`src/design/sds_pkg.sv`:
```
// ----------------------------------------------------------------------------
// sds_pkg
// Shared types, register map and helpers of the stepper dose sequencer.
// ----------------------------------------------------------------------------
package sds_pkg;

   localparam int DOSE_W  = 13;
   localparam int SAMPLE_W = 12;
   localparam int SPC_W   = 4;
   localparam int ML_W    = 7;
   localparam int COIL_W  = 4;
   localparam int PHASE_W = 2;
   localparam int ADDR_W  = 4;
   localparam int DATA_W  = 32;
   localparam int REQ_TDATA_W = 16;
   localparam int RSP_TDATA_W = 32;

   localparam logic [DOSE_W-1:0] DOSE_MIN_RESET = DOSE_W'(10);
   localparam logic [DOSE_W-1:0] DOSE_MAX_RESET = DOSE_W'(8000);
   localparam logic [SPC_W-1:0]  SPC_RESET      = SPC_W'(3);

   // 65535 = 85 * 771, so (x + 1) * 771 >> 16 gives x / 85 exactly for x < 8192
   localparam int ML_RECIP = 771;
   localparam int ML_SHIFT = 16;
   localparam int ML_PROD_W = DOSE_W + 1 + 10;

   typedef enum logic [1:0] {
      REG_DOSE_MIN        = 2'd0,
      REG_DOSE_MAX        = 2'd1,
      REG_STEPS_PER_COUNT = 2'd2
   } reg_index_type;

   typedef struct packed {
      logic [DOSE_W-1:0] dose_min;
      logic [DOSE_W-1:0] dose_max;
      logic [SPC_W-1:0]  steps_per_count;
   } cfg_type;

   typedef struct packed {
      logic                start_pressed;
      logic                stop_pressed;
      logic                sample_valid;
      logic [SAMPLE_W-1:0] adc_sample;
   } req_item_type;

   typedef struct packed {
      logic [COIL_W-1:0] coil_pattern;
      logic              bridge_enable;
      logic              run_led;
      logic              stop_led;
      logic [DOSE_W-1:0] remaining;
      logic [ML_W-1:0]   display_ml;
   } rsp_item_type;

   // Full-step coil drive, bits in4..in1
   function automatic logic [COIL_W-1:0] coil_lookup(input logic [PHASE_W-1:0] phase);
      logic [COIL_W-1:0] pat;
      case (phase)
         2'd0:    pat = 4'd5;
         2'd1:    pat = 4'd9;
         2'd2:    pat = 4'd10;
         2'd3:    pat = 4'd6;
         default: pat = 4'd0;
      endcase
      return pat;
   endfunction

   function automatic logic [ML_W-1:0] dose_to_ml(input logic [DOSE_W-1:0] dose);
      logic [ML_PROD_W-1:0] prod;
      prod = ML_PROD_W'({1'b0, dose} + (DOSE_W+1)'(1)) * ML_PROD_W'(ML_RECIP);
      return prod[ML_SHIFT +: ML_W];
   endfunction

endpackage

```
`src/design/sds_csr.sv`:
```
// ----------------------------------------------------------------------------
// sds_csr
// APB register bank holding dose clamp limits and steps per dose count.
// ----------------------------------------------------------------------------
module sds_csr (
   input  logic                         clock,
   input  logic                         reset,
   input  logic                         csr_psel,
   input  logic                         csr_penable,
   input  logic                         csr_pwrite,
   input  logic [sds_pkg::ADDR_W-1:0]   csr_paddr,
   input  logic [sds_pkg::DATA_W-1:0]   csr_pwdata,
   output logic [sds_pkg::DATA_W-1:0]   csr_prdata,
   output logic                         csr_pready,
   output sds_pkg::cfg_type             cfg
);

   sds_pkg::cfg_type       cfg_ff, cfg_in;
   sds_pkg::reg_index_type reg_index;
   logic                   write_en;

   assign csr_pready = 1'b1;
   assign reg_index  = sds_pkg::reg_index_type'(csr_paddr[3:2]);
   assign write_en   = csr_psel && csr_penable && csr_pwrite && csr_pready;

   always_comb begin
      cfg_in = cfg_ff;
      if (write_en) begin
         case (reg_index)
            sds_pkg::REG_DOSE_MIN:
               cfg_in.dose_min = csr_pwdata[sds_pkg::DOSE_W-1:0];
            sds_pkg::REG_DOSE_MAX:
               cfg_in.dose_max = csr_pwdata[sds_pkg::DOSE_W-1:0];
            sds_pkg::REG_STEPS_PER_COUNT:
               cfg_in.steps_per_count = csr_pwdata[sds_pkg::SPC_W-1:0];
            default: ;
         endcase
      end
   end

   always_comb begin
      case (reg_index)
         sds_pkg::REG_DOSE_MIN:
            csr_prdata = sds_pkg::DATA_W'(cfg_ff.dose_min);
         sds_pkg::REG_DOSE_MAX:
            csr_prdata = sds_pkg::DATA_W'(cfg_ff.dose_max);
         sds_pkg::REG_STEPS_PER_COUNT:
            csr_prdata = sds_pkg::DATA_W'(cfg_ff.steps_per_count);
         default:
            csr_prdata = '0;
      endcase
   end

   always_ff @(posedge clock) begin
      if (reset) begin
         cfg_ff.dose_min        <= sds_pkg::DOSE_MIN_RESET;
         cfg_ff.dose_max        <= sds_pkg::DOSE_MAX_RESET;
         cfg_ff.steps_per_count <= sds_pkg::SPC_RESET;
      end else begin
         cfg_ff <= cfg_in;
      end
   end

   assign cfg = cfg_ff;

endmodule

```
`src/design/sds_core.sv`:
```
// ----------------------------------------------------------------------------
// sds_core
// Sequencer state (mode, dose, substep, phase) and the per-tick update.
// ----------------------------------------------------------------------------
module sds_core (
   input  logic                  clock,
   input  logic                  reset,
   input  logic                  commit,
   input  sds_pkg::req_item_type item,
   input  sds_pkg::cfg_type      cfg,
   output sds_pkg::rsp_item_type result
);

   logic                          running_ff, running_in;
   logic [sds_pkg::DOSE_W-1:0]    dose_ff, dose_in;
   logic [sds_pkg::SPC_W-1:0]     substep_ff, substep_in;
   logic [sds_pkg::PHASE_W-1:0]   phase_ff, phase_in;

   logic                          run_mode;
   logic [sds_pkg::SPC_W-1:0]     sub_base;
   logic [sds_pkg::SPC_W-1:0]     sub_inc;
   logic [sds_pkg::DOSE_W-1:0]    dose_pick;
   logic [sds_pkg::DOSE_W-1:0]    dose_lo;
   logic [sds_pkg::DOSE_W-1:0]    dose_new;

   always_comb begin
      // start first, then stop
      run_mode = item.start_pressed ? 1'b1 : running_ff;
      sub_base = item.start_pressed ? '0 : substep_ff;
      if (item.stop_pressed) begin
         run_mode = 1'b0;
      end

      dose_pick = item.sample_valid ? {item.adc_sample, 1'b0} : dose_ff;
      dose_lo   = (dose_pick <= cfg.dose_min) ? cfg.dose_min : dose_pick;
      sub_inc   = sub_base + sds_pkg::SPC_W'(1);

      running_in = run_mode;
      substep_in = sub_base;
      phase_in   = phase_ff;
      dose_new   = dose_ff;
      result     = '0;

      if (!run_mode) begin
         result.stop_led = 1'b1;
         dose_new = (dose_lo >= cfg.dose_max) ? cfg.dose_max : dose_lo;
      end else begin
         result.run_led       = 1'b1;
         result.bridge_enable = 1'b1;
         result.coil_pattern  = sds_pkg::coil_lookup(phase_ff);
         substep_in = sub_inc;
         if (sub_inc == cfg.steps_per_count) begin
            substep_in = '0;
            // saturate at zero
            if (dose_ff != '0) begin
               dose_new = dose_ff - sds_pkg::DOSE_W'(1);
            end
         end
         if (dose_new == '0) begin
            running_in = 1'b0;
         end
         phase_in = phase_ff + sds_pkg::PHASE_W'(1);
      end

      dose_in           = dose_new;
      result.remaining  = dose_new;
      result.display_ml = sds_pkg::dose_to_ml(dose_new);
   end

   always_ff @(posedge clock) begin
      if (reset) begin
         running_ff <= 1'b0;
         dose_ff    <= '0;
         substep_ff <= '0;
         phase_ff   <= '0;
      end else if (commit) begin
         running_ff <= running_in;
         dose_ff    <= dose_in;
         substep_ff <= substep_in;
         phase_ff   <= phase_in;
      end
   end

endmodule

```
`src/design/stepper_dose_sequencer_top.sv`:
```
// Path: a tick accepted into the input register reaches rsp_* via the result register.
// Throughput: one tick per cycle; the input register refills in the cycle it
//   hands its tick to the result register, so only a stalled result backs up.
// Reset: idle mode, dose 0, substep 0, first coil phase; registers return to
//   dose_min 10, dose_max 8000, steps_per_count 3; both stages empty.
// ----------------------------------------------------------------------------
// stepper_dose_sequencer_top
// Two-phase full-step stepper sequencer for a dosing pump, with APB setup.
// ----------------------------------------------------------------------------
module stepper_dose_sequencer_top (
   input  logic                              clock,
   input  logic                              reset,
   // req_tdata: start_pressed[0], stop_pressed[1], sample_valid[2],
   //            adc_sample[14:3], unused [15]
   input  logic                              req_tvalid,
   output logic                              req_tready,
   input  logic [sds_pkg::REQ_TDATA_W-1:0]   req_tdata,
   // rsp_tdata: coil_pattern[3:0], bridge_enable[4], run_led[5], stop_led[6],
   //            remaining[19:7], display_ml[26:20], zero [31:27]
   output logic                              rsp_tvalid,
   input  logic                              rsp_tready,
   output logic [sds_pkg::RSP_TDATA_W-1:0]   rsp_tdata,
   input  logic                              csr_psel,
   input  logic                              csr_penable,
   input  logic                              csr_pwrite,
   input  logic [sds_pkg::ADDR_W-1:0]        csr_paddr,
   input  logic [sds_pkg::DATA_W-1:0]        csr_pwdata,
   output logic [sds_pkg::DATA_W-1:0]        csr_prdata,
   output logic                              csr_pready
);

   sds_pkg::cfg_type      cfg;
   sds_pkg::req_item_type req_item;
   sds_pkg::req_item_type in_item_ff, in_item_in;
   sds_pkg::rsp_item_type core_result;
   sds_pkg::rsp_item_type out_item_ff, out_item_in;
   logic                  in_valid_ff, in_valid_in;
   logic                  out_valid_ff, out_valid_in;
   logic                  req_take;
   logic                  advance;

   assign req_item.start_pressed = req_tdata[0];
   assign req_item.stop_pressed  = req_tdata[1];
   assign req_item.sample_valid  = req_tdata[2];
   assign req_item.adc_sample    = req_tdata[14:3];

   sds_csr u_csr (
      .clock       (clock),
      .reset       (reset),
      .csr_psel    (csr_psel),
      .csr_penable (csr_penable),
      .csr_pwrite  (csr_pwrite),
      .csr_paddr   (csr_paddr),
      .csr_pwdata  (csr_pwdata),
      .csr_prdata  (csr_prdata),
      .csr_pready  (csr_pready),
      .cfg         (cfg)
   );

   sds_core u_core (
      .clock  (clock),
      .reset  (reset),
      .commit (advance),
      .item   (in_item_ff),
      .cfg    (cfg),
      .result (core_result)
   );

   // move the held tick into the result register when that slot frees up
   assign advance    = in_valid_ff && (!out_valid_ff || rsp_tready);
   assign req_tready = !in_valid_ff || advance;
   assign req_take   = req_tvalid && req_tready;

   always_comb begin
      in_valid_in  = req_take ? 1'b1 : (advance ? 1'b0 : in_valid_ff);
      in_item_in   = req_take ? req_item : in_item_ff;
      out_valid_in = advance ? 1'b1 : (rsp_tready ? 1'b0 : out_valid_ff);
      out_item_in  = advance ? core_result : out_item_ff;
   end

   always_ff @(posedge clock) begin
      if (reset) begin
         in_valid_ff  <= 1'b0;
         out_valid_ff <= 1'b0;
      end else begin
         in_valid_ff  <= in_valid_in;
         out_valid_ff <= out_valid_in;
      end
   end

   always_ff @(posedge clock) begin
      in_item_ff  <= in_item_in;
      out_item_ff <= out_item_in;
   end

   assign rsp_tvalid = out_valid_ff;
   assign rsp_tdata  = {5'd0,
                        out_item_ff.display_ml,
                        out_item_ff.remaining,
                        out_item_ff.stop_led,
                        out_item_ff.run_led,
                        out_item_ff.bridge_enable,
                        out_item_ff.coil_pattern};

   // exactly one mode LED per result
   a_led_onehot: assert property (@(posedge clock) disable iff (reset)
      out_valid_ff |-> (out_item_ff.run_led != out_item_ff.stop_led))
      else $error("run and stop LED not exclusive");

   // bridge and coils follow run mode
   a_idle_coils_off: assert property (@(posedge clock) disable iff (reset)
      (out_valid_ff && out_item_ff.stop_led) |->
         (out_item_ff.coil_pattern == '0 && !out_item_ff.bridge_enable))
      else $error("coils driven in idle mode");

   a_run_bridge_on: assert property (@(posedge clock) disable iff (reset)
      (out_valid_ff && out_item_ff.run_led) |->
         (out_item_ff.bridge_enable && $countones(out_item_ff.coil_pattern) == 2))
      else $error("step pattern missing in run mode");

   // display value is remaining / 85
   a_display_ml: assert property (@(posedge clock) disable iff (reset)
      out_valid_ff |->
         ((14'(out_item_ff.display_ml) * 14'd85 <= 14'(out_item_ff.remaining)) &&
          (14'(out_item_ff.remaining) < 14'(out_item_ff.display_ml) * 14'd85 + 14'd85)))
      else $error("display_ml does not match remaining");

   // a tick in the input stage moves on once the result slot is free
   a_no_stall_when_free: assert property (@(posedge clock) disable iff (reset)
      (in_valid_ff && !out_valid_ff) |=> out_valid_ff)
      else $error("input stage stalled with free result register");

endmodule

```
`config.mk`:
```
export PLATFORM = sky130hd
export DESIGN_NAME = stepper_dose_sequencer_top
export DESIGN_NICKNAME = d
export VERILOG_FILES = /design/src/design/sds_pkg.sv /design/src/design/sds_csr.sv /design/src/design/sds_core.sv /design/src/design/stepper_dose_sequencer_top.sv
export SDC_FILE = /design/constraint.sdc
export NUM_CORES = 1
export LEC_CHECK = 0
export BUFFER_PORTS_ARGS = -buffer_cell sky130_fd_sc_hd__buf_4
export CAP_MARGIN = 25
export CORE_MARGIN = 5
export CORE_UTILIZATION = 42
export DETAILED_ROUTE_END_ITERATION = 8
export GPL_TIMING_DRIVEN = 0
export PLACE_DENSITY = 0.73
export SKIP_CTS_REPAIR_TIMING = 1
export SLEW_MARGIN = 20
export SYNTH_ARGS = -nofsm -noshare
export SYNTH_HDL_FRONTEND = slang
export SYNTH_SLANG_ARGS = --single-unit
```
`constraint.sdc`:
```
create_clock -name clock -period 21.6 [get_ports clock]
set_clock_uncertainty 0.05 [all_clocks]
set_input_delay 1.08 -clock clock [delete_from_list [all_inputs] [get_ports clock]]
set_output_delay 1.08 -clock clock [all_outputs]
set_load 0.005 [all_outputs]
```
==> impl_metrics.py <==
metrics = {
    "run_status": {
        "outcome": "complete, no violations",
    },
    "route": {
        "vias_per_cell": 5.282,
        "vias": 6190,
        "wire_per_inst_um": 15.79,
        "ant_nets": 0,
        "drtIter0Drc": 543,
        "finalWirelength_mm": 18.51,
        "drc": 0,
        "dr.pass1.iters": 5,
    },
    "grt": {
        "antenna_found_initial": 0,
        "grt_pass1_vias": 5760,
        "grt_max_degree": 34,
        "grt_pass1_wl_mm": 29.26,
        "grt_usage_pct": 18.14,
        "gr-total-overflow": 0,
    },
    "sta": {
        "setup_viol": 0,
        "worst_pin_slew_ps": 801.6,
        "rsz0062_at_grt": "false",
        "drv_slew": 0,
        "fin_setup_tns_ps": 0,
        "final.setup.worst_slack_ps": 10960,
        "fmax_mhz": 93.98,
        "slew_headroom_pct": 46.44,
        "timing.final.crit_share_pct": 49.26,
        "period_minus_slack_ps": 10640,
        "finalHoldViolCount": 0,
    },
    "job": {
        "cap_viol_max_count": 0,
    },
    "critical_path": {
        "worst_path_max_delay_cell": "a21oi_1",
        "cp-start-kind": "register",
        "reg2reg_slack_ps": 10960,
        "max_stage_delay_ps": 630,
        "worst-setup-path-type": "register to register",
        "r2r-end": "rsp_tdata[26]$_DFFE_PP_",
        "critPathMostFrequentCell": "ha_1",
        "reg2reg_depth": 37,
        "end_kind": "register",
        "crit_fanout": 10,
        "r2r_start": "in_item_ff[12]$_DFFE_PP_",
        "crit_required_ps": 21650,
        "worst_ep_arrival_time_ps": 10690,
    },
    "cts": {
        "root_buffer": "clkbuf_16",
        "numCtsBuffers": 9,
        "cts.sinks": 93,
        "clk_path_buf_depth": 2,
        "path_clk_slew_ps": 70,
        "cts_tree": "yes",
        "clock_latency_ps": 350,
        "htreeDepth": 3,
    },
    "layout": {
        "fin_area_mm2": 0.008656,
        "layout_common_cells": "ha_1 (104), buf_4 (103), nand2_1 (90), inv_1 (69), nor2_1 (66)",
        "fin_nets": 1118,
        "area_delta_synth_final_pct": 16.64,
        "final_core_util_pct": 50.04,
        "layout_commonest_cell": "ha_1",
        "diodes": 0,
        "drive_gt1_share_pct": 16.37,
        "fin_cells": 1172,
    },
    "placement": {
        "dp_cells": 1156,
        "place_ws_ps": 11110,
        "port_buffers": 76,
        "dp.final_hpwl_mm": 15.11,
        "gp_congestion": 0.9392,
        "placed_area_mm2": 0.008386,
    },
    "logic_synthesis": {
        "synth-seq-cells": 93,
        "ys_top_cells_by_area": "ha_1 (18%), edfxtp_1 (17%), dfxtp_1 (14%)",
        "synth_cell_types": 67,
        "synth_top_area_cell": "ha_1",
        "synthXorXnorAreaFrac_pct": 4.013,
        "synth_top_family_by_area": "adder cells",
        "synth_edf_count": 41,
        "synthArstFlopShare_pct": 0,
        "yosys_warnings": 0,
        "synth_ff_type": "dfxtp_1",
        "syn_area_per_cell_um2": 8.941,
        "synth.area.mux_share_pct": 5.935,
        "seq_area_frac_synth_pct": 30.62,
        "syn-cell-area_mm2": 0.007421,
        "synth_top_area_share_pct": 17.53,
        "synthAdderAreaFrac_pct": 21.04,
        "syn_inst": 830,
        "synth_compound_area_share_pct": 13.25,
        "synthSimpleGateAreaFrac_pct": 16.79,
    },
    "floorplanning": {
        "die_h_um": 142.9,
        "start_util_pct": 42.90,
        "ios": 126,
        "rows": 48,
        "fp.dieW_um": 142.9,
        "dieArea_mm2": 0.02043,
        "core-area_mm2": 0.01730,
    },
    "worst_hold_path": {
        "worstHoldStart": "u_core.running_ff$_SDFFE_PP0P_",
        "whs_endpoint": "u_core.running_ff$_SDFFE_PP0P_",
        "hold_depth": 2,
        "min_path_type": "register to register",
    },
    "power_and_ir_drop": {
        "powerDensity_mw_per_mm2": 64.14,
        "ir_drop_uv": 38.95,
        "leakage_nw": 4.051,
    },
}
## critical path, delay by kind of cell, from the launching register on
| kind | cells | cell delay (ps) |
|---|---|---|
| compound gates | 8 | 2160 |
| flops | 1 | 330 |
| buf+inv | 7 | 1810 |
| xor+xnor | 2 | 320 |
| mux | 2 | 780 |
| fa+ha+maj | 9 | 2940 |
| simple gates | 9 | 1990 |
## state kept, by name, indices dropped and copies added (netlist names)
| register | count |
|---|---|
| in_valid_ff | 1 |
| u_core.phase_ff | 2 |
| in_item_ff | 15 |
| u_csr.cfg | 30 |
| u_core.running_ff | 1 |
| rsp_tdata | 26 |
| u_core.substep_ff | 4 |
| rsp_tvalid | 1 |
| u_core.dose_ff | 13 |
## per-stage QoR
stage | total power [W] | hold WS (ps)
after floorplan | 0.0003527 | 382.3
after global placement | 0.0004036 | 396.7
final | 0.0005551 | 416.0
after CTS | 0.0005604 | 417.5
after detailed placement | 0.0004077 | 407.0
after global routing | 0.0005957 | 428.6
## Yosys cell counts, types with 3 or more instances
library cell,number
and4_1,3
o211ai_1,9
nor3b_1,4
a211o_1,11
nor3_1,10
a21oi_1,64
edfxtp_1,41
nand2b_1,3
dfxtp_1,52
and3_1,9
nand2_1,90
fa_1,13
xnor2_1,26
buf_4,27
and2_1,7
nand3_1,18
xor2_1,8
a211oi_1,7
nor2b_1,7
mux2_2,13
and4_4,3
nor2_1,66
ha_1,104
or3_1,5
inv_1,69
a31oi_1,4
o21a_1,3
nor4_1,9
o21ai_0,21
nand4_1,14
buf_2,6
a21o_1,7
clkbuf_1,24
mux2i_1,28
## worst max path at each step
stage	cells after the start	from	slack, ps	end
2_1_floorplan	37	in_item_ff[12]$_DFFE_PP_	12710	rsp_tdata[20]$_DFFE_PP_
3_3_place_gp	39	in_item_ff[12]$_DFFE_PP_	11170	rsp_tdata[26]$_DFFE_PP_
3_5_place_dp	39	in_item_ff[12]$_DFFE_PP_	11110	rsp_tdata[26]$_DFFE_PP_
4_1_cts	37	in_item_ff[12]$_DFFE_PP_	11040	rsp_tdata[26]$_DFFE_PP_
5_1_grt	39	in_item_ff[12]$_DFFE_PP_	10160	rsp_tdata[26]$_DFFE_PP_
6_report	37	in_item_ff[12]$_DFFE_PP_	10960	rsp_tdata[26]$_DFFE_PP_
## kinds of logic after synthesis
kind of cell / Yosys count
and+or+nand+nor: 259
AOI/OAI and AO/OA: 153
buffers and inverters: 130
adders and majority gates: 117
DFF: 93
muxes: 42
xor gates and xnor gates: 34
other: 2
## power by group
group          internal [W]  switching [W]  total [W]
Combinational     0.0000892       0.000116   0.000205
Clock             0.0000790      0.0000720   0.000151
Sequential         0.000194     0.00000516   0.000199
Total              0.000362       0.000193   0.000555
## routing by layer
| layer | routed length [um] | part of all wire [%] | track usage (%) |
|---|---|---|---|
| met4 | 370 | 2.0 | 5.103 |
| met3 | 1206 | 6.5 | 3.918 |
| met1 | 8641 | 47 | 25.57 |
| met5 | 0 | 0 | 0 |
| met2 | 8292 | 45 | 28.14 |
## area by class of cell
| cell class | instances | area (um2) |
|---|---|---|
| well taps | 225 | 281.5 |
| clock buffers | 10 | 229.0 |
| clock inverters | 6 | 41.29 |
| fillers | 1655 | 8641 |
| inverters | 69 | 259.0 |
| repair buffers | 78 | 595.6 |
| flip-flops and latches | 93 | 2272 |
| plain buffers | 61 | 354.1 |
| multi-input cells | 630 | 4623 |
Note: power is estimated with default switching activity, not from simulation.
